`src/hw/rtl/fcd_pkg.sv`:
```
`timescale 1ns / 1ps

package fcd_pkg;

   // Fixed field widths
   localparam int PIX_W    = 16;
   localparam int MODE_W   = 2;
   localparam int COLS_W   = 9;
   localparam int ROWS_W   = 8;
   localparam int THRESH_W = 17;
   localparam int COUNT_W  = 17;
   localparam int MARK_W   = 16;
   localparam int CSR_ADDR_W = 4;
   localparam int CSR_DATA_W = 32;

   // Default frame store geometry
   localparam int DEF_MAX_COLS = 320;
   localparam int DEF_MAX_ROWS = 240;

   // Depth of the queue between front and back
   localparam int QUEUE_DEPTH = 4;

   // Marker for an empty bounding box
   localparam logic [MARK_W-1:0] NONE_MARK = 16'hFFFF;

   // Pixel formation modes (codes 0 and 1 both blend)
   localparam logic [MODE_W-1:0] MODE_BLEND  = 2'd0;
   localparam logic [MODE_W-1:0] MODE_NATIVE = 2'd2;
   localparam logic [MODE_W-1:0] MODE_SINGLE = 2'd3;

   // Register indexes
   localparam logic [1:0] REG_MODE   = 2'd0;
   localparam logic [1:0] REG_COLS   = 2'd1;
   localparam logic [1:0] REG_ROWS   = 2'd2;
   localparam logic [1:0] REG_THRESH = 2'd3;

   // Register reset values
   localparam logic [MODE_W-1:0]   RST_MODE   = MODE_BLEND;
   localparam logic [COLS_W-1:0]   RST_COLS   = 9'd320;
   localparam logic [ROWS_W-1:0]   RST_ROWS   = 8'd240;
   localparam logic [THRESH_W-1:0] RST_THRESH = 17'd9600;

   // Result kinds
   localparam logic KIND_PIXEL   = 1'b0;
   localparam logic KIND_SUMMARY = 1'b1;

   typedef struct packed {
      logic [MODE_W-1:0]   mode;
      logic [COLS_W-1:0]   cols;
      logic [ROWS_W-1:0]   rows;
      logic [THRESH_W-1:0] thresh;
   } cfg_type;

endpackage

```
`src/hw/rtl/fcd_front.sv`:
```
`timescale 1ns / 1ps

module fcd_front #(
   parameter int MAX_COLS = fcd_pkg::DEF_MAX_COLS,
   parameter int MAX_ROWS = fcd_pkg::DEF_MAX_ROWS
) (
   input  logic                                  clock,
   input  logic                                  reset,
   input  fcd_pkg::cfg_type                      cfg,
   input  logic                                  req_valid,
   input  logic [fcd_pkg::PIX_W-1:0]             req_top_left,
   input  logic [fcd_pkg::PIX_W-1:0]             req_top_right,
   input  logic [fcd_pkg::PIX_W-1:0]             req_bottom_left,
   input  logic [fcd_pkg::PIX_W-1:0]             req_bottom_right,
   input  logic                                  queue_full,
   input  logic                                  clear_busy,
   output logic                                  req_stall,
   output logic                                  push_valid,
   output logic [fcd_pkg::PIX_W-1:0]             push_pix,
   output logic [$clog2(MAX_ROWS)-1:0]           push_row,
   output logic [$clog2(MAX_COLS)-1:0]           push_col,
   output logic [$clog2(MAX_ROWS*MAX_COLS)-1:0]  push_addr,
   output logic                                  push_end
);

   localparam int ROW_W  = $clog2(MAX_ROWS);
   localparam int COL_W  = $clog2(MAX_COLS);
   localparam int ADDR_W = $clog2(MAX_ROWS * MAX_COLS);
   localparam int CW1    = $clog2(MAX_COLS + 1);
   localparam int RW1    = $clog2(MAX_ROWS + 1);

   logic [ROW_W-1:0] row_ff, row_in;
   logic [COL_W-1:0] col_ff, col_in;
   logic [CW1-1:0]   cols_eff, col_next1;
   logic [RW1-1:0]   rows_eff, row_next1;
   logic             accept, row_end, frame_end;

   function automatic logic [fcd_pkg::PIX_W-1:0] make_pixel(
      input logic [fcd_pkg::MODE_W-1:0] mode,
      input logic [fcd_pkg::PIX_W-1:0]  tl,
      input logic [fcd_pkg::PIX_W-1:0]  tr,
      input logic [fcd_pkg::PIX_W-1:0]  bl,
      input logic [fcd_pkg::PIX_W-1:0]  br
   );
      logic [7:0] r, g, b;
      logic [fcd_pkg::PIX_W-1:0] pix;
      // widen each channel to six bits, then sum or scale to eight
      r = {2'b00, tl[15:11], 1'b0};
      g = {2'b00, tl[10:5]};
      b = {2'b00, tl[4:0], 1'b0};
      if (mode == fcd_pkg::MODE_SINGLE) begin
         r = r << 2;
         g = g << 2;
         b = b << 2;
      end else begin
         r = r + {2'b00, tr[15:11], 1'b0} + {2'b00, bl[15:11], 1'b0}
               + {2'b00, br[15:11], 1'b0};
         g = g + {2'b00, tr[10:5]} + {2'b00, bl[10:5]} + {2'b00, br[10:5]};
         b = b + {2'b00, tr[4:0], 1'b0} + {2'b00, bl[4:0], 1'b0}
               + {2'b00, br[4:0], 1'b0};
      end
      pix = {r[7:3], g[7:2], b[7:3]};
      if (mode == fcd_pkg::MODE_NATIVE) begin
         pix = tl;
      end
      return pix;
   endfunction

   // clamp the frame size into 1..MAX
   always_comb begin
      if (cfg.cols == '0) begin
         cols_eff = CW1'(1);
      end else if (32'(cfg.cols) > 32'(MAX_COLS)) begin
         cols_eff = CW1'(MAX_COLS);
      end else begin
         cols_eff = CW1'(cfg.cols);
      end
      if (cfg.rows == '0) begin
         rows_eff = RW1'(1);
      end else if (32'(cfg.rows) > 32'(MAX_ROWS)) begin
         rows_eff = RW1'(MAX_ROWS);
      end else begin
         rows_eff = RW1'(cfg.rows);
      end
   end

   assign req_stall = queue_full || clear_busy;
   assign accept    = req_valid && !req_stall;

   assign col_next1 = CW1'(col_ff) + CW1'(1);
   assign row_next1 = RW1'(row_ff) + RW1'(1);
   assign row_end   = (col_next1 >= cols_eff);
   assign frame_end = row_end && (row_next1 >= rows_eff);

   always_comb begin
      col_in = row_end ? '0 : COL_W'(col_next1);
      row_in = row_ff;
      if (row_end) begin
         row_in = frame_end ? '0 : ROW_W'(row_next1);
      end
   end

   always_ff @(posedge clock) begin
      if (reset) begin
         row_ff <= '0;
         col_ff <= '0;
      end else if (accept) begin
         row_ff <= row_in;
         col_ff <= col_in;
      end
   end

   assign push_valid = accept;
   assign push_pix   = make_pixel(cfg.mode, req_top_left, req_top_right,
                                  req_bottom_left, req_bottom_right);
   assign push_row   = row_ff;
   assign push_col   = col_ff;
   assign push_addr  = ADDR_W'(row_ff) * ADDR_W'(MAX_COLS) + ADDR_W'(col_ff);
   assign push_end   = frame_end;

endmodule

```
`config.mk`:
```
export PLATFORM = sky130hd
export DESIGN_NAME = fcd_front
export DESIGN_NICKNAME = d
export VERILOG_FILES = /design/src/hw/rtl/fcd_pkg.sv /design/src/hw/rtl/fcd_front.sv
export SDC_FILE = /design/constraint.sdc
export NUM_CORES = 1
export LEC_CHECK = 0
export BUFFER_PORTS_ARGS = -buffer_cell sky130_fd_sc_hd__buf_2
export CAP_MARGIN = 20
export CORE_MARGIN = 1
export CORE_UTILIZATION = 53
export DETAILED_ROUTE_END_ITERATION = 12
export GPL_ROUTABILITY_DRIVEN = 0
export PLACE_DENSITY = 0.95
export SYNTH_ARGS = -nofsm -noshare
export SYNTH_HDL_FRONTEND = slang
export SYNTH_SLANG_ARGS = --single-unit
```
`constraint.sdc`:
```
create_clock -name clock -period 5.1 [get_ports clock]
set_input_delay 0.51 -clock clock [delete_from_list [all_inputs] [get_ports clock]]
set_output_delay 0.51 -clock clock [all_outputs]
set_load 0.005 [all_outputs]
```
# Word level (Yosys, flattened, before mapping)
# Index checks and enable logic that the tools add are counted.
[classes]
addsub = 12
n_mul = 1
n_div = 0
magnitude_cmp = 4
eq_ne = 2
shift = 0
mux = 10
n_bitwise = 0
n_reduce_logical = 7
[ops]
columns = ["operator", "n"]
rows = [
  ["$mux W8", 6],
  ["$mux W9", 3],
  ["$add A7 B6 Y8", 3],
  ["$add A8 B6 Y8", 3],
  ["$add A6 B6 Y7", 3],
  ["$add A17 B9 Y17", 1],
  ["$mux W16", 1],
  ["$mul A8 B3 Y11 const B", 1],
  ["$add A9 B1 Y9 const B", 1],
  ["$ge A9 B9 Y1", 1],
  ["$gt A9 B9 Y1 const B", 1],
  ["$logic_not A9 Y1", 1],
  ["$add A8 B1 Y8 const B", 1],
  ["$ge A8 B8 Y1", 1],
  ["$gt A8 B8 Y1 const B", 1],
  ["$logic_not A8 Y1", 1],
  ["$eq A2 B2 Y1 const B", 2],
  ["$logic_and A1 B1 Y1", 2],
  ["$reduce_and A2 Y1", 1],
  ["$logic_not A1 Y1", 1],
  ["$logic_or A1 B1 Y1", 1],
]
[word_totals]
reg_bits = 17
latchBits = 0
mem_bits_rw = 0
rom_bits = 0
input_bits = 105
memories = 0

# Depth between registers and ports, before layout
[logic_depth]
word_depth = 6
mapped_depth = 11

# Worst setup path after synthesis
# Ideal clock, no wire load.
[synth_path]
path_kind = "input to output"
startpoint = "input req_top_left[6] (netlist name)"
endpoint = "output push_pix[8] (netlist name)"
arrival_ns = 2.700
required_ns = 4.590
slack_ns = 1.890
cell_stages = 10
n_path_buf = 0
path_cell_list = "inv_1 fa_1 fa_1 nor2_1 nand2_1 fa_1 nor2b_1 o21ai_0 and3_1 o31ai_1"
[synth_via]
elab_chain_len = 5
[synth_rtl]
columns = ["element", "line_no", "text"]
rows = [
  ["start: declaration", "fcd_front.sv:11", "input logic [fcd_pkg::PIX_W-1:0] req_top_left,"],
  ["$add A6 B6 Y7", "fcd_front.sv:58", "g = g + {2'b00, tr[10:5]} + {2'b00, bl[10:5]} + {2'b00, br[10:5]};"],
  ["$add A7 B6 Y8", "fcd_front.sv:58", ""],
  ["$add A8 B6 Y8", "fcd_front.sv:58", ""],
  ["$mux W8", "fcd_front.sv:51", "if (mode == fcd_pkg::MODE_SINGLE) begin"],
  ["$mux W16", "fcd_front.sv:63", "if (mode == fcd_pkg::MODE_NATIVE) begin"],
  ["end: declaration", "fcd_front.sv:19", "output logic [fcd_pkg::PIX_W-1:0] push_pix,"],
]
# Every way passes these cells.

# Worst setup path in the final report
[layout_path]
startpoint = "register col_ff[0], in the netlist push_col[0]"
endpoint = "output push_end"
[layout_via]
elab_chain_len = 3
[layout_rtl]
columns = ["element", "line_no", "text"]
rows = [
  ["start: declaration", "fcd_front.sv:33", "logic [COL_W-1:0] col_ff, col_in;"],
  ["start signal: assignment", "fcd_front.sv:109", "col_ff <= col_in;"],
  ["$add A9 B1 Y9", "fcd_front.sv:90", "assign col_next1 = CW1'(col_ff) + CW1'(1);"],
  ["$ge A9 B9 Y1", "fcd_front.sv:92", "assign row_end = (col_next1 >= cols_eff);"],
  ["$logic_and A1 B1 Y1", "fcd_front.sv:93", "assign frame_end = row_end && (row_next1 >= rows_eff);"],
  ["end: declaration", "fcd_front.sv:23", "output logic push_end"],
]
# Every way passes these cells.

==> qor.yml <==
met3_usage_pct: 2.97
cts_buffers: 3
syn_area_per_cell_um2: 8.56
max_freq_mhz: 243
antenna_found_initial: 0
dieArea_um2: 6800
cp.required_ns: 4.59
via_count: 3480
cp_max_fo: 8
cts_root_buf: "clkbuf_8"
grt_busiest_layer: "met2"
syn_area_um2: 3430
ys_seq_elements: 17
power.switching_uw: 262
crit_path_end: "push_end"
path_cells: "ha_1, and3_1, and3_1, nand3_1, xnor2_1, ha_1, a21oi_1, o21ai_0, a21oi_1, nor2_1, buf_2"
clockPowerShare_pct: 15.6
final_nets: 717
path_depth: 11
max_stage_delay_ns: 0.70
die_x_um: 82.5
cts_max_path_buffers: 2
syn_inst: 401
cts_tree: "yes"
timing.rr.start: "push_col[0]$_SDFFE_PP0P_"
wl_per_cell_um: 14.5
maxSlewHeadroom_pct: 48.2
min_path_type: "reg -> reg"
cp-start-kind: "flop"
gr-usage-met1_pct: 28.4
fin_tns_setup_ns: 0
crit_family: "compound AO/OA/AOI/OAI gates"
ys_warn_count: 0
ff2ff_setup_slack_ns: 1.56
seq_power_share_pct: 20.9
ys_seq_area_share_pct: 9.91
post-route-period-util_pct: 80.6
p_int_uw: 383
start_util_pct: 56.3
synth.distinct_cells: 56
grt_start_max_net_pins: 36
drcViolationCount: 0
ios: 158
crit_buf_inv: 1
n_fill_cell: 477
cts_resized: 0
post_cts_buffers: 0
synth_ff_type: "dfxtp_1"
vdd_ir_drop_max_uv: 131
vias_per_cell: 5.75
hold_viol_final: 0
fin_util_pct: 68.8
cp_slowest_cell: "a21oi_1"
worst-setup-path-type: "reg -> out"
status: "complete, no violations"
hold_buffers: 0
period_needed_ns: 4.11
cts_max_level: 1
num_antenna_cells: 0
worst_pin_slew_ns: 0.777
grt_pass1_wl_um: 13600
crit_start: "push_col[0]$_SDFFE_PP0P_"
drt_iter0_markers: 151
die_h_um: 82.5
postSynth.asyncResetShare_pct: 0
drt_pass1_iterations: 4
p_per_area_nw_per_um2: 154
leakagePower_nw: 2.29
port_buffers: 139
synth_fp_nets: 587
cp.arrival_ns: 3.60
use_met2_pct: 50.4
grt_remaining_overflow: 0
rsz0062_at_grt: "false"
finalSetupViolCount: 0
finalMaxSlewViolations: 0
swShare_pct: 40.6
rr_worst_depth: 11
ant_nets: 0
area_growth_pct: 22.1
synth-edff-count: 0
power_frac_comb_pct: 63.6
track_usage_pct: 25.9
worst_r2r_endpoint: "push_row[0]$_SDFFE_PP0P_"
cap_violations: 0
drive_above_1_share_pct: 28.7
clk_latency_ns: 0.25
rows: 28
grt_pass1_vias: 3304
cts_sinks: 17
dp_hpwl_um: 7540
finalClockSkew_ns: 0.00409
wirelength_um: 8750
endpoint_kind: "output pin"
clkTransAtPathRegs_ns: 0.06
core_region_area_um2: 6100
-- registers in the layout, indices dropped and copies added (netlist names) --
name / flops
push_col: 9
push_row: 8
-- tightest hold or removal path, stage by stage (launching register included) --
cell,delay [ns]
dfxtp_1,0.34
nand2_1,0.06
a21oi_1,0.05
-- power by group through the flow --
stage / Clock, mW / Sequential, mW / Combinational (mW)
floorplan: 0 / 0.137 / 0.263
global placement: 0 / 0.138 / 0.384
detailed placement: 0 / 0.138 / 0.405
CTS: 0.101 / 0.135 / 0.410
global route: 0.105 / 0.135 / 0.464
finish: 0.100 / 0.135 / 0.410
-- kinds of logic after synthesis --
logic type      Yosys count  share of synthesized area (%)
buf+inv                  59                           7.11
fa+ha+maj                81                           37.0
compound gates           92                           17.7
xor+xnor                 32                           8.38
mux                       5                           1.49
simple gates            115                           18.4
flops                    17                           9.91
-- per-stage QoR --
stage	area (µm²)	instances	power (mW)	hold WS, ns	worst slack, ns
floorplan	3430	401	0.400	0.485	1.89
global placement	4150	601	0.522	0.491	1.47
detailed placement	4150	601	0.543	0.496	1.29
CTS	4190	605	0.646	0.505	1.04
global route	4190	605	0.704	0.556	0.704
finish	4190	605	0.645	0.499	0.991
-- worst min path at each step --
stage | slack (ns) | depth (start not counted) | to | start
global route | 0.56 | 2 | push_col[1]$_SDFFE_PP0P_ | push_col[1]$_SDFFE_PP0P_
CTS | 0.50 | 2 | push_col[1]$_SDFFE_PP0P_ | push_col[1]$_SDFFE_PP0P_
global placement | 0.49 | 2 | push_col[1]$_SDFFE_PP0P_ | push_col[1]$_SDFFE_PP0P_
finish | 0.50 | 2 | push_col[1]$_SDFFE_PP0P_ | push_col[1]$_SDFFE_PP0P_
detailed placement | 0.50 | 2 | push_col[1]$_SDFFE_PP0P_ | push_col[1]$_SDFFE_PP0P_
floorplan | 0.48 | 2 | push_col[1]$_SDFFE_PP0P_ | push_col[1]$_SDFFE_PP0P_
-- area by class of cell --
type	count	area, µm²	area share, %
Timing Repair Buffer	139	696	16.6
Clock buffer	4	45.0	1.07
Sequential cell	17	340	8.12
Inverter	45	169	4.03
Multi-Input combinational cell	325	2850	67.9
Tap cell	75	93.8	2.24
-- synth_stat cells (all sizes together), types with 4 or more instances --
master / number / area [µm²]
a211oi: 7 / 52.6
a21o: 5 / 37.5
a21oi: 21 / 105
a22o: 4 / 35.0
and3: 8 / 55.1
buf: 6 / 45.0
clkbuf: 8 / 30.0
dfxtp: 17 / 340
fa: 34 / 681
ha: 47 / 588
inv: 44 / 165
mux2i: 4 / 40.0
nand2: 35 / 131
nand2b: 4 / 25.0
nand3: 10 / 50.1
nand3b: 5 / 37.5
nand4: 4 / 25.0
nor2: 14 / 52.6
nor2b: 6 / 37.5
nor3: 8 / 40.0
nor3b: 4 / 30.0
nor4: 5 / 46.3
o21ai: 26 / 130
xnor2: 15 / 131
xor2: 17 / 156
-- layer usage --
layer	wire length [µm]	share of wire (%)
met1	3560	41
met2	4570	52
met3	412	4.7
met5	0	0
met4	206	2.4
-- cell usage in the layout, fill, tap and decap left out, drive strengths merged, types with 2 or more instances in the layout --
cell type  netlist  layout
a311o            2       2
or3              3       3
nor4             5       5
nand2b           4       4
a21oi           21      21
xnor2           15      15
a21o             5       5
a211oi           7       7
buf              6     139
xor2            17      17
nor3             8       8
nand3b           5       5
a2111oi          3       3
a41o             2       2
o31ai            3       3
fa              34      34
nor3b            4       4
mux2i            4       4
dfxtp           17      17
clkbuf           8       4
o21ai           26      26
and3             8       8
nor2b            6       6
a31oi            3       3
nor2            14      14
nand3           10      10
nand2           35      35
a22o             4       4
and4b            2       2
nor4b            3       3
a211o            2       2
ha              47      47
o21a             2       2
nand4            4       4
o211ai           3       3
inv             44      44
Note: power is estimated with default switching activity, not from simulation.
