File: src/hw/rtl/fcd_pkg.sv
`timescale 1ns / 1ps

package fcd_pkg;

   // Fixed field widths
   localparam int PIX_W    = 16;
   localparam int MODE_W   = 2;
   localparam int COLS_W   = 9;
   localparam int ROWS_W   = 8;
   localparam int THRESH_W = 17;
   localparam int COUNT_W  = 17;
   localparam int MARK_W   = 16;
   localparam int CSR_ADDR_W = 4;
   localparam int CSR_DATA_W = 32;

   // Default frame store geometry
   localparam int DEF_MAX_COLS = 320;
   localparam int DEF_MAX_ROWS = 240;

   // Depth of the queue between front and back
   localparam int QUEUE_DEPTH = 4;

   // Marker for an empty bounding box
   localparam logic [MARK_W-1:0] NONE_MARK = 16'hFFFF;

   // Pixel formation modes (codes 0 and 1 both blend)
   localparam logic [MODE_W-1:0] MODE_BLEND  = 2'd0;
   localparam logic [MODE_W-1:0] MODE_NATIVE = 2'd2;
   localparam logic [MODE_W-1:0] MODE_SINGLE = 2'd3;

   // Register indexes
   localparam logic [1:0] REG_MODE   = 2'd0;
   localparam logic [1:0] REG_COLS   = 2'd1;
   localparam logic [1:0] REG_ROWS   = 2'd2;
   localparam logic [1:0] REG_THRESH = 2'd3;

   // Register reset values
   localparam logic [MODE_W-1:0]   RST_MODE   = MODE_BLEND;
   localparam logic [COLS_W-1:0]   RST_COLS   = 9'd320;
   localparam logic [ROWS_W-1:0]   RST_ROWS   = 8'd240;
   localparam logic [THRESH_W-1:0] RST_THRESH = 17'd9600;

   // Result kinds
   localparam logic KIND_PIXEL   = 1'b0;
   localparam logic KIND_SUMMARY = 1'b1;

   typedef struct packed {
      logic [MODE_W-1:0]   mode;
      logic [COLS_W-1:0]   cols;
      logic [ROWS_W-1:0]   rows;
      logic [THRESH_W-1:0] thresh;
   } cfg_type;

endpackage

File: src/hw/rtl/fcd_queue.sv
`timescale 1ns / 1ps

module fcd_queue #(
   parameter int WIDTH = 8,
   parameter int DEPTH = fcd_pkg::QUEUE_DEPTH
) (
   input  logic             clock,
   input  logic             reset,
   input  logic             push,
   input  logic [WIDTH-1:0] push_data,
   input  logic             pop,
   output logic [WIDTH-1:0] pop_data,
   output logic             full,
   output logic             empty
);

   localparam int PTR_W = (DEPTH > 1) ? $clog2(DEPTH) : 1;
   localparam int CNT_W = $clog2(DEPTH + 1);

   logic [WIDTH-1:0] store_ff [DEPTH];
   logic [PTR_W-1:0] wr_ptr_ff, rd_ptr_ff;
   logic [CNT_W-1:0] count_ff;

   assign full     = (count_ff == CNT_W'(DEPTH));
   assign empty    = (count_ff == '0);
   assign pop_data = store_ff[rd_ptr_ff];

   always_ff @(posedge clock) begin
      if (push) begin
         store_ff[wr_ptr_ff] <= push_data;
      end
   end

   always_ff @(posedge clock) begin
      if (reset) begin
         wr_ptr_ff <= '0;
         rd_ptr_ff <= '0;
         count_ff  <= '0;
      end else begin
         if (push) begin
            wr_ptr_ff <= (wr_ptr_ff == PTR_W'(DEPTH - 1)) ? '0 : wr_ptr_ff + PTR_W'(1);
         end
         if (pop) begin
            rd_ptr_ff <= (rd_ptr_ff == PTR_W'(DEPTH - 1)) ? '0 : rd_ptr_ff + PTR_W'(1);
         end
         if (push && !pop) begin
            count_ff <= count_ff + CNT_W'(1);
         end else if (pop && !push) begin
            count_ff <= count_ff - CNT_W'(1);
         end
      end
   end

endmodule

File: config.mk
export PLATFORM = sky130hd
export DESIGN_NAME = fcd_queue
export DESIGN_NICKNAME = d
export VERILOG_FILES = /design/src/hw/rtl/fcd_pkg.sv /design/src/hw/rtl/fcd_queue.sv
export SDC_FILE = /design/constraint.sdc
export NUM_CORES = 1
export LEC_CHECK = 0
export BUFFER_PORTS_ARGS = -buffer_cell sky130_fd_sc_hd__buf_4
export CAP_MARGIN = 30
export CORE_ASPECT_RATIO = 2
export CORE_MARGIN = 2
export CORE_UTILIZATION = 54
export DETAILED_ROUTE_END_ITERATION = 8
export PLACE_DENSITY = 0.8
export RECOVER_POWER = 50
export SETUP_SLACK_MARGIN = 0.4
export SYNTH_ARGS = -nofsm -noshare
export SYNTH_HDL_FRONTEND = slang
export SYNTH_SLANG_ARGS = --single-unit
File: constraint.sdc
create_clock -name clock -period 3.2 [get_ports clock]
set_clock_uncertainty 0.05 [all_clocks]
set_input_delay 0.32 -clock clock [delete_from_list [all_inputs] [get_ports clock]]
set_output_delay 0.32 -clock clock [all_outputs]
set_load 0.02 [all_outputs]
Yosys cells after proc, flatten, opt, wreduce, memory -nomap -nowiden
Memories as Yosys holds them, arrays and structs flattened. A register that Yosys moved wholly into a read port is not among the register bits.
Cells that the tools add are included.
{"block": "totals", "memories": 1, "input_bits": 12, "wordCells": 25, "reg_bits": 7, "ram_bits": 32, "output_inout_bits": 10}
{"block": "op_classes", "mux": 8, "eq_ne": 3, "addsub": 4, "reduce_logical": 6}
{"memory": "store_ff", "words": 4, "width": 8, "read_ports": 1, "rd_ports_with_merged_regs": 1, "write_ports": 1, "line_no": "fcd_queue.sv:20", "rtl": "logic [WIDTH-1:0] store_ff [DEPTH];"}
{"operator": "2-bit 2-to-1 mux", "n": 4}
{"operator": "3-bit 2-to-1 mux", "n": 2}
{"operator": "2-bit by 1-bit adder with 2-bit output (second input constant)", "n": 2}
{"operator": "2-bit equality test (second input constant)", "n": 2}
{"operator": "3-bit by 1-bit adder with 3-bit output (second input constant)", "n": 1}
{"operator": "3-bit equality test (second input constant)", "n": 1}
{"operator": "3-bit logical NOT", "n": 1}
{"operator": "3-bit by 1-bit subtractor with 3-bit output (second input constant)", "n": 1}
{"operator": "1-bit logical AND", "n": 2}
{"operator": "1-bit logical NOT", "n": 2}
{"operator": "1-bit 2-to-1 mux", "n": 2}
{"operator": "2-bit nonzero test", "n": 1}

Longest topological paths before layout
Gate-level depths: netlist of run 1.
{"block": "logic_depth", "depth_word": 4, "ltp_mapped": 7, "depth_no_buf": 7}

Worst setup path before layout of run 1
OpenSTA, ideal clock, no wires.
{"block": "synth_path", "path_kind": "input-to-reg", "startpoint": "input pop", "endpoint": "register count_ff[2]", "setup_slack_ns": 1.568, "stages": 7, "setup_ns": 0.070, "t_arrival_ns": 1.512, "path_buffers": 0, "required_time_ns": 3.080, "cell_sequence": "inv_1 > ha_1 > inv_1 > fa_1 > xor2_1 > or3_1 > a21oi_1"}
{"block": "synth_via", "elab_chain_len": 3, "elab_cells_between_ends": 5, "classes_between": "1 x mux; 4 x reduce/logical"}
{"item": "from (decl)", "line_no": "fcd_queue.sv:11", "rtl": "input logic pop,"}
{"item": "1-bit logical NOT", "line_no": "fcd_queue.sv:46", "rtl": "if (push && !pop) begin"}
{"item": "1-bit logical AND", "line_no": "fcd_queue.sv:46"}
{"item": "3-bit 2-to-1 mux / 2-bit nonzero test (equally long branches)"}
{"item": "to (signal assigned)", "line_no": "fcd_queue.sv:47", "rtl": "count_ff <= count_ff + CNT_W'(1);"}
{"item": "to (signal assigned)", "line_no": "fcd_queue.sv:49", "rtl": "count_ff <= count_ff - CNT_W'(1);"}
{"item": "to (decl)", "line_no": "fcd_queue.sv:22", "rtl": "logic [CNT_W-1:0] count_ff;"}
Several ways; a longest one is shown, not always the timed one.
A chain may end at the register's enable or synchronous reset.

==> results of run 1 <==
==> cells by family after synthesis <==
family                     after synthesis  synth area share
xor gates and xnor gates                 2            0.0110
AOI/OAI and AO/OA                        3           0.00939
buffers and inverters                    6            0.0196
and+or+nand+nor                         15            0.0485
adders and majority gates                7            0.0595
DFF                                     41             0.714
muxes                                   12             0.138
==> power by group through the flow <==
stage	Combinational [mW]	Clock [mW]	Sequential, mW
final	0.140	0.392	0.628
after global routing	0.155	0.425	0.632
after CTS	0.148	0.403	0.629
after detailed placement	0.147	0	0.641
after global placement	0.145	0	0.639
after floorplan	0.0985	0	0.629
==> flip-flops by register name, indices dropped and copies added, names as in the netlist, named ones only <==
| name | cells |
|---|---|
| count_ff | 3 |
| wr_ptr_ff | 2 |
| rd_ptr_ff | 2 |
| store_ff | 32 |
==> area by class of cell <==
cell class | instances | area share
Timing Repair Buffer | 21 | 0.0670
Inverter | 4 | 0.00812
Clock buffer | 6 | 0.0392
Clock inverter | 2 | 0.0183
Multi-Input combinational cell | 39 | 0.230
Sequential cell | 41 | 0.617
Tap cell | 30 | 0.0203
==> routing by layer <==
layer	global-route usage	part of all wire	up-vias
met3	0.0689	0.054	7
met5	0	0	-
met1	0.173	0.41	370
li1	-	-	376
met4	0.0750	0.022	0
met2	0.254	0.51	19
==> path summary, 6_finish.rpt <==
path / slack (ns) / depth (start not counted) / start / endpoint
setup reg to reg: 1.68 / 4 / count_ff[0] / count_ff[2]
hold / removal: 0.20 / 2 / reset / count_ff[1]
setup / recovery: 1.13 / 2 / flip-flop / pop_data[1]
hold reg to reg: 0.47 / 2 / count_ff[2] / count_ff[2]
==> cells in the final DEF (no fill, tap or decap) <==
master     instances
fa_1               1
edfxtp_1          32
mux2i_1            4
ha_1               6
mux4_2             8
inv_1              4
nor3_1             1
clkbuf_8           5
xor2_1             2
dfxtp_1            9
and2_0             1
clkbuf_1          10
nor2_1             7
or3_1              1
and2_1             3
clkinv_1           1
a21oi_1            2
buf_4             12
o21ai_0            1
nor3b_1            2
bufinv_16          1
==> worst max-delay path, stage by stage (launching register included) <==
cell     delay [ns]
dfxtp_1        0.66
mux4_2         0.58
buf_4          0.17
==> flow_summary.yaml, run 1 <==
clocking:
  cts_resized: 0
  worstSkewPairLatency_ns: 0.28
  htreeDepth: 2
  cts_made_buffers: 5
  cts_hold_buf: 0
  cts.sinks: 41
  cts_tree: "done"
  root_buffer: "clkbuf_8"
  post_cts_buffers: 0
  clk_pin_slew_ns: 0.07
  cts.path.max_buffers: 2
timing:
  setup_viol: 0
  worstMarginPinSlew_ns: 0.596
  setup_ws_ns: 1.13
  rsz0062_at_grt: "false"
  timing.fmax_ghz: 0.482
  hold_viol: 0
  final_max_slew_viol_count: 0
  relSlewSlack: 0.603
  hold_ws_ns: 0.196
  setup_tns_ns: 0
  fin_crit_sh: 0.648
  period_needed_ns: 2.07
global_routing:
  grt-ovfl-total: 0
  grt_pass1_wl_um: 3700
  grtUsageTotal: 0.156
  grt_pass1_vias: 802
  grt_max_degree: 13
  grt_antenna_before_repair: 0
floorplan:
  die_h_um: 80.9
  io_pins: 22
  dieArea_mm2: 0.00344
  initial_core_util: 0.556
  core_mm2: 0.00287
  fp.dieW_um: 42.5
  row_count: 28
finish:
  seqCellArea_mm2: 0.00114
  diodes: 0
  final_area_mm2: 0.00185
  nNetsFinal: 131
  multi_input_area_um2: 425
  drive_above_1_share: 0.230
  finalNonFillerCells: 143
  final_util: 0.644
  area_growth_pct: 15.7
  nFillCells: 219
drt:
  drt-total-wl_um: 2290
  drtIter0Drc: 18
  ant_nets: 0
  via_per_inst: 5.40
  first_pass_iters: 3
  drc: 0
  wl_per_cell_um: 16.0
  vias: 772
flow_run:
  drv_cap: 0
placement:
  gp_congestion: 0.759
  post-place-cells: 135
  dpl.hpwl_um: 1580
  numPortBuffers: 21
  pre_cts_slack_ns: 1.36
  dpl_cell_area_mm2: 0.00178
synthesis:
  synth.most_common_cell: "edfxtp_1"
  ys_warn_count: 0
  synth_largest_area_cell: "edfxtp_1"
  syn_avg_cell_area_um2: 18.6
  synth_edf_count: 32
  ys_top_cells_by_count: "edfxtp_1, dfxtp_1, mux4_2"
  synth_area_leaders: "edfxtp_1, dfxtp_1, mux4_2"
  ys_seq_area_frac: 0.714
  async_flop_share: 0
  synth_ff_type: "edfxtp_1"
  synth.distinct_cells: 17
  synth-seq-cells: 41
  syn_area_mm2: 0.00160
  yosys.area.top_type_share: 0.601
  syn_inst: 86
  syn-num-nets: 105
power_and_ir_drop:
  p_per_area_mw_per_mm2: 628
  combPwrFrac: 0.121
  switching_power_uw: 256
  p_leak_nw: 0.671
  peakVddDrop_v: 0.000428
  totalPowerFinal_mw: 1.16
  swShare: 0.221
  pwr-share-seq: 0.541
  clkPwrFrac: 0.338
  intPower_uw: 904
outcome:
  status: "completed"
critical_path:
  cp.required_ns: 2.83
  worstSetupEndpointType: "output pin"
  critical_path_class: "flip-flop to output pin"
  crit_arrival_ns: 1.70
  startpoint_type: "flip-flop"
  crit_fanout: 8
worst_hold_path:
  hp-class: "input pin to flip-flop"
(Power assumes the default switching activity.)
==> run 2: changes to the inputs <==
- CORE_UTILIZATION: 54 -> 50
- PLACE_DENSITY: 0.8 -> 0.78
- clock period: 3.2 -> 1.7 ns (I/O delays scaled with it)
==> flow_summary.yaml, run 2 (synthesis results as in run 1) <==
outcome:
  status: "completed"
drt:
  ant_nets: 0
  first_pass_iters: 3
  drc: 0
  wl_per_cell_um: 17.8
  drtIter0Drc: 20
  via_per_inst: 5.44
  vias: 794
  drt-total-wl_um: 2600
critical_path:
  worstSetupEndpointType: "output pin"
  critical_path_class: "flip-flop to output pin"
  cp.required_ns: 1.48
  crit_fanout: 8
  crit_arrival_ns: 1.43
  reg2reg_from: "count_ff[0]"
  worstRegToRegCells: 4
  startpoint_type: "flip-flop"
  regToRegSetupSlack_ns: 0.25
  r2r_end: "count_ff[2]"
timing:
  setup_ws_ns: 0.0490
  period_needed_ns: 1.65
  setup_viol: 0
  setup_tns_ns: 0
  final_max_slew_viol_count: 0
  relSlewSlack: 0.719
  timing.fmax_ghz: 0.606
  rsz0062_at_grt: "true"
  fin_crit_sh: 0.971
  hold_viol: 0
  worstMarginPinSlew_ns: 0.421
finish:
  seqCellArea_mm2: 0.00115
  regMostFlops: "store_ff"
  final_util: 0.634
  drive_above_1_share: 0.400
  area_growth_pct: 23.9
  multi_input_area_um2: 474
  layout_commonest_cell: "edfxtp_1"
  nNetsFinal: 133
  reg_top3: "store_ff x32, count_ff x3"
  diodes: 0
  final_cell_mix: "edfxtp_1, buf_6, clkbuf_1"
  nFillCells: 236
  largest_reg_flops: 32
placement:
  gp_congestion: 0.682
  pre_cts_slack_ns: 0.0811
  dpl.hpwl_um: 1840
  numPortBuffers: 21
power_and_ir_drop:
  p_leak_nw: 0.713
  clkPwrFrac: 0.326
  pwr-share-seq: 0.518
  switching_power_uw: 520
  p_per_area_mw_per_mm2: 1150
  peakVddDrop_v: 0.000733
  combPwrFrac: 0.156
  intPower_mw: 1.76
  swShare: 0.228
floorplan:
  core_mm2: 0.00312
  io_pins: 22
  die_h_um: 83.9
  initial_core_util: 0.512
  row_count: 29
  dieArea_mm2: 0.00369
  fp.dieW_um: 44.0
global_routing:
  grt-ovfl-total: 0
  grt_max_degree: 14
  grt_pass1_wl_um: 4350
  grt_antenna_before_repair: 0
  grtUsageTotal: 0.166
  grt_pass1_vias: 877
flow_run:
  drv_cap: 0
worst_hold_path:
  hold_depth: 2
  hold_path_end: "wr_ptr_ff[0]"
  hp-start: "reset"
  hp-class: "input pin to flip-flop"
clocking:
  worstSkewPairLatency_ns: 0.29
  clk_pin_slew_ns: 0.08
  cts_made_buffers: 5
  htreeDepth: 2
  cts_hold_buf: 0
  cts_tree: "done"
  cts.path.max_buffers: 2
  root_buffer: "clkbuf_8"
  cts.sinks: 41
[run 2: power groups by stage]
stage | Clock, mW | Combinational, mW | Sequential, mW
final | 0.744 | 0.356 | 1.18
after global routing | 0.804 | 0.387 | 1.19
after CTS | 0.763 | 0.337 | 1.18
after detailed placement | 0 | 0.300 | 1.20
after global placement | 0 | 0.289 | 1.19
after floorplan | 0 | 0.191 | 1.19
[run 2: cell type report]
type                    instances  area share
repair buffers                 23      0.0973
flip-flops and latches         41       0.580
well taps                      31      0.0196
inverters                       4     0.00885
clock buffers                   6      0.0367
clock inverters                 2      0.0177
multi-input cells              39       0.240
[run 2: worst max-delay path: stages (launching register included)]
cell	delay, ns
dfxtp_2	0.34
buf_12	0.14
mux4_2	0.51
buf_6	0.15
[run 2: worst max-delay path by stage]
stage	startpoint	end	slack, ns	cells after the start
4_1_cts	flip-flop	pop_data[0]	0.01	3
6_report	flip-flop	pop_data[0]	0.05	3
3_3_place_gp	pop	count_ff[2]	0.14	8
3_5_place_dp	pop	count_ff[2]	0.08	8
2_1_floorplan	pop	count_ff[2]	0.30	7
5_1_grt	flip-flop	pop_data[0]	-0.006	3
[run 2: routing by layer]
layer	wire (um)	share of wire	GRT usage	up-vias
li1	-	-	-	378
met1	904	0.35	0.177	388
met2	1510	0.58	0.285	20
met5	0	0	0	-
met4	87	0.033	0.0909	0
met3	102	0.039	0.0390	8
[run 2: stage by stage]
stage	cells	total power, mW	cell area (um2)	hold WS (ns)
2_1_floorplan	86	1.38	1620	0.185
3_5_place_dp	137	1.50	1800	0.324
4_1_cts	146	2.28	1970	0.0141
3_3_place_gp	137	1.48	1800	0.319
6_report	146	2.28	1980	0.0381
5_1_grt	146	2.38	1980	0.0370
[run 2: timing repair]
item                       CTS  global route
hold endpoints to repair     0             0
setup endpoints to repair   41            19
resized for setup           17            10
buffers inserted             1             0
pin swaps                    3             2
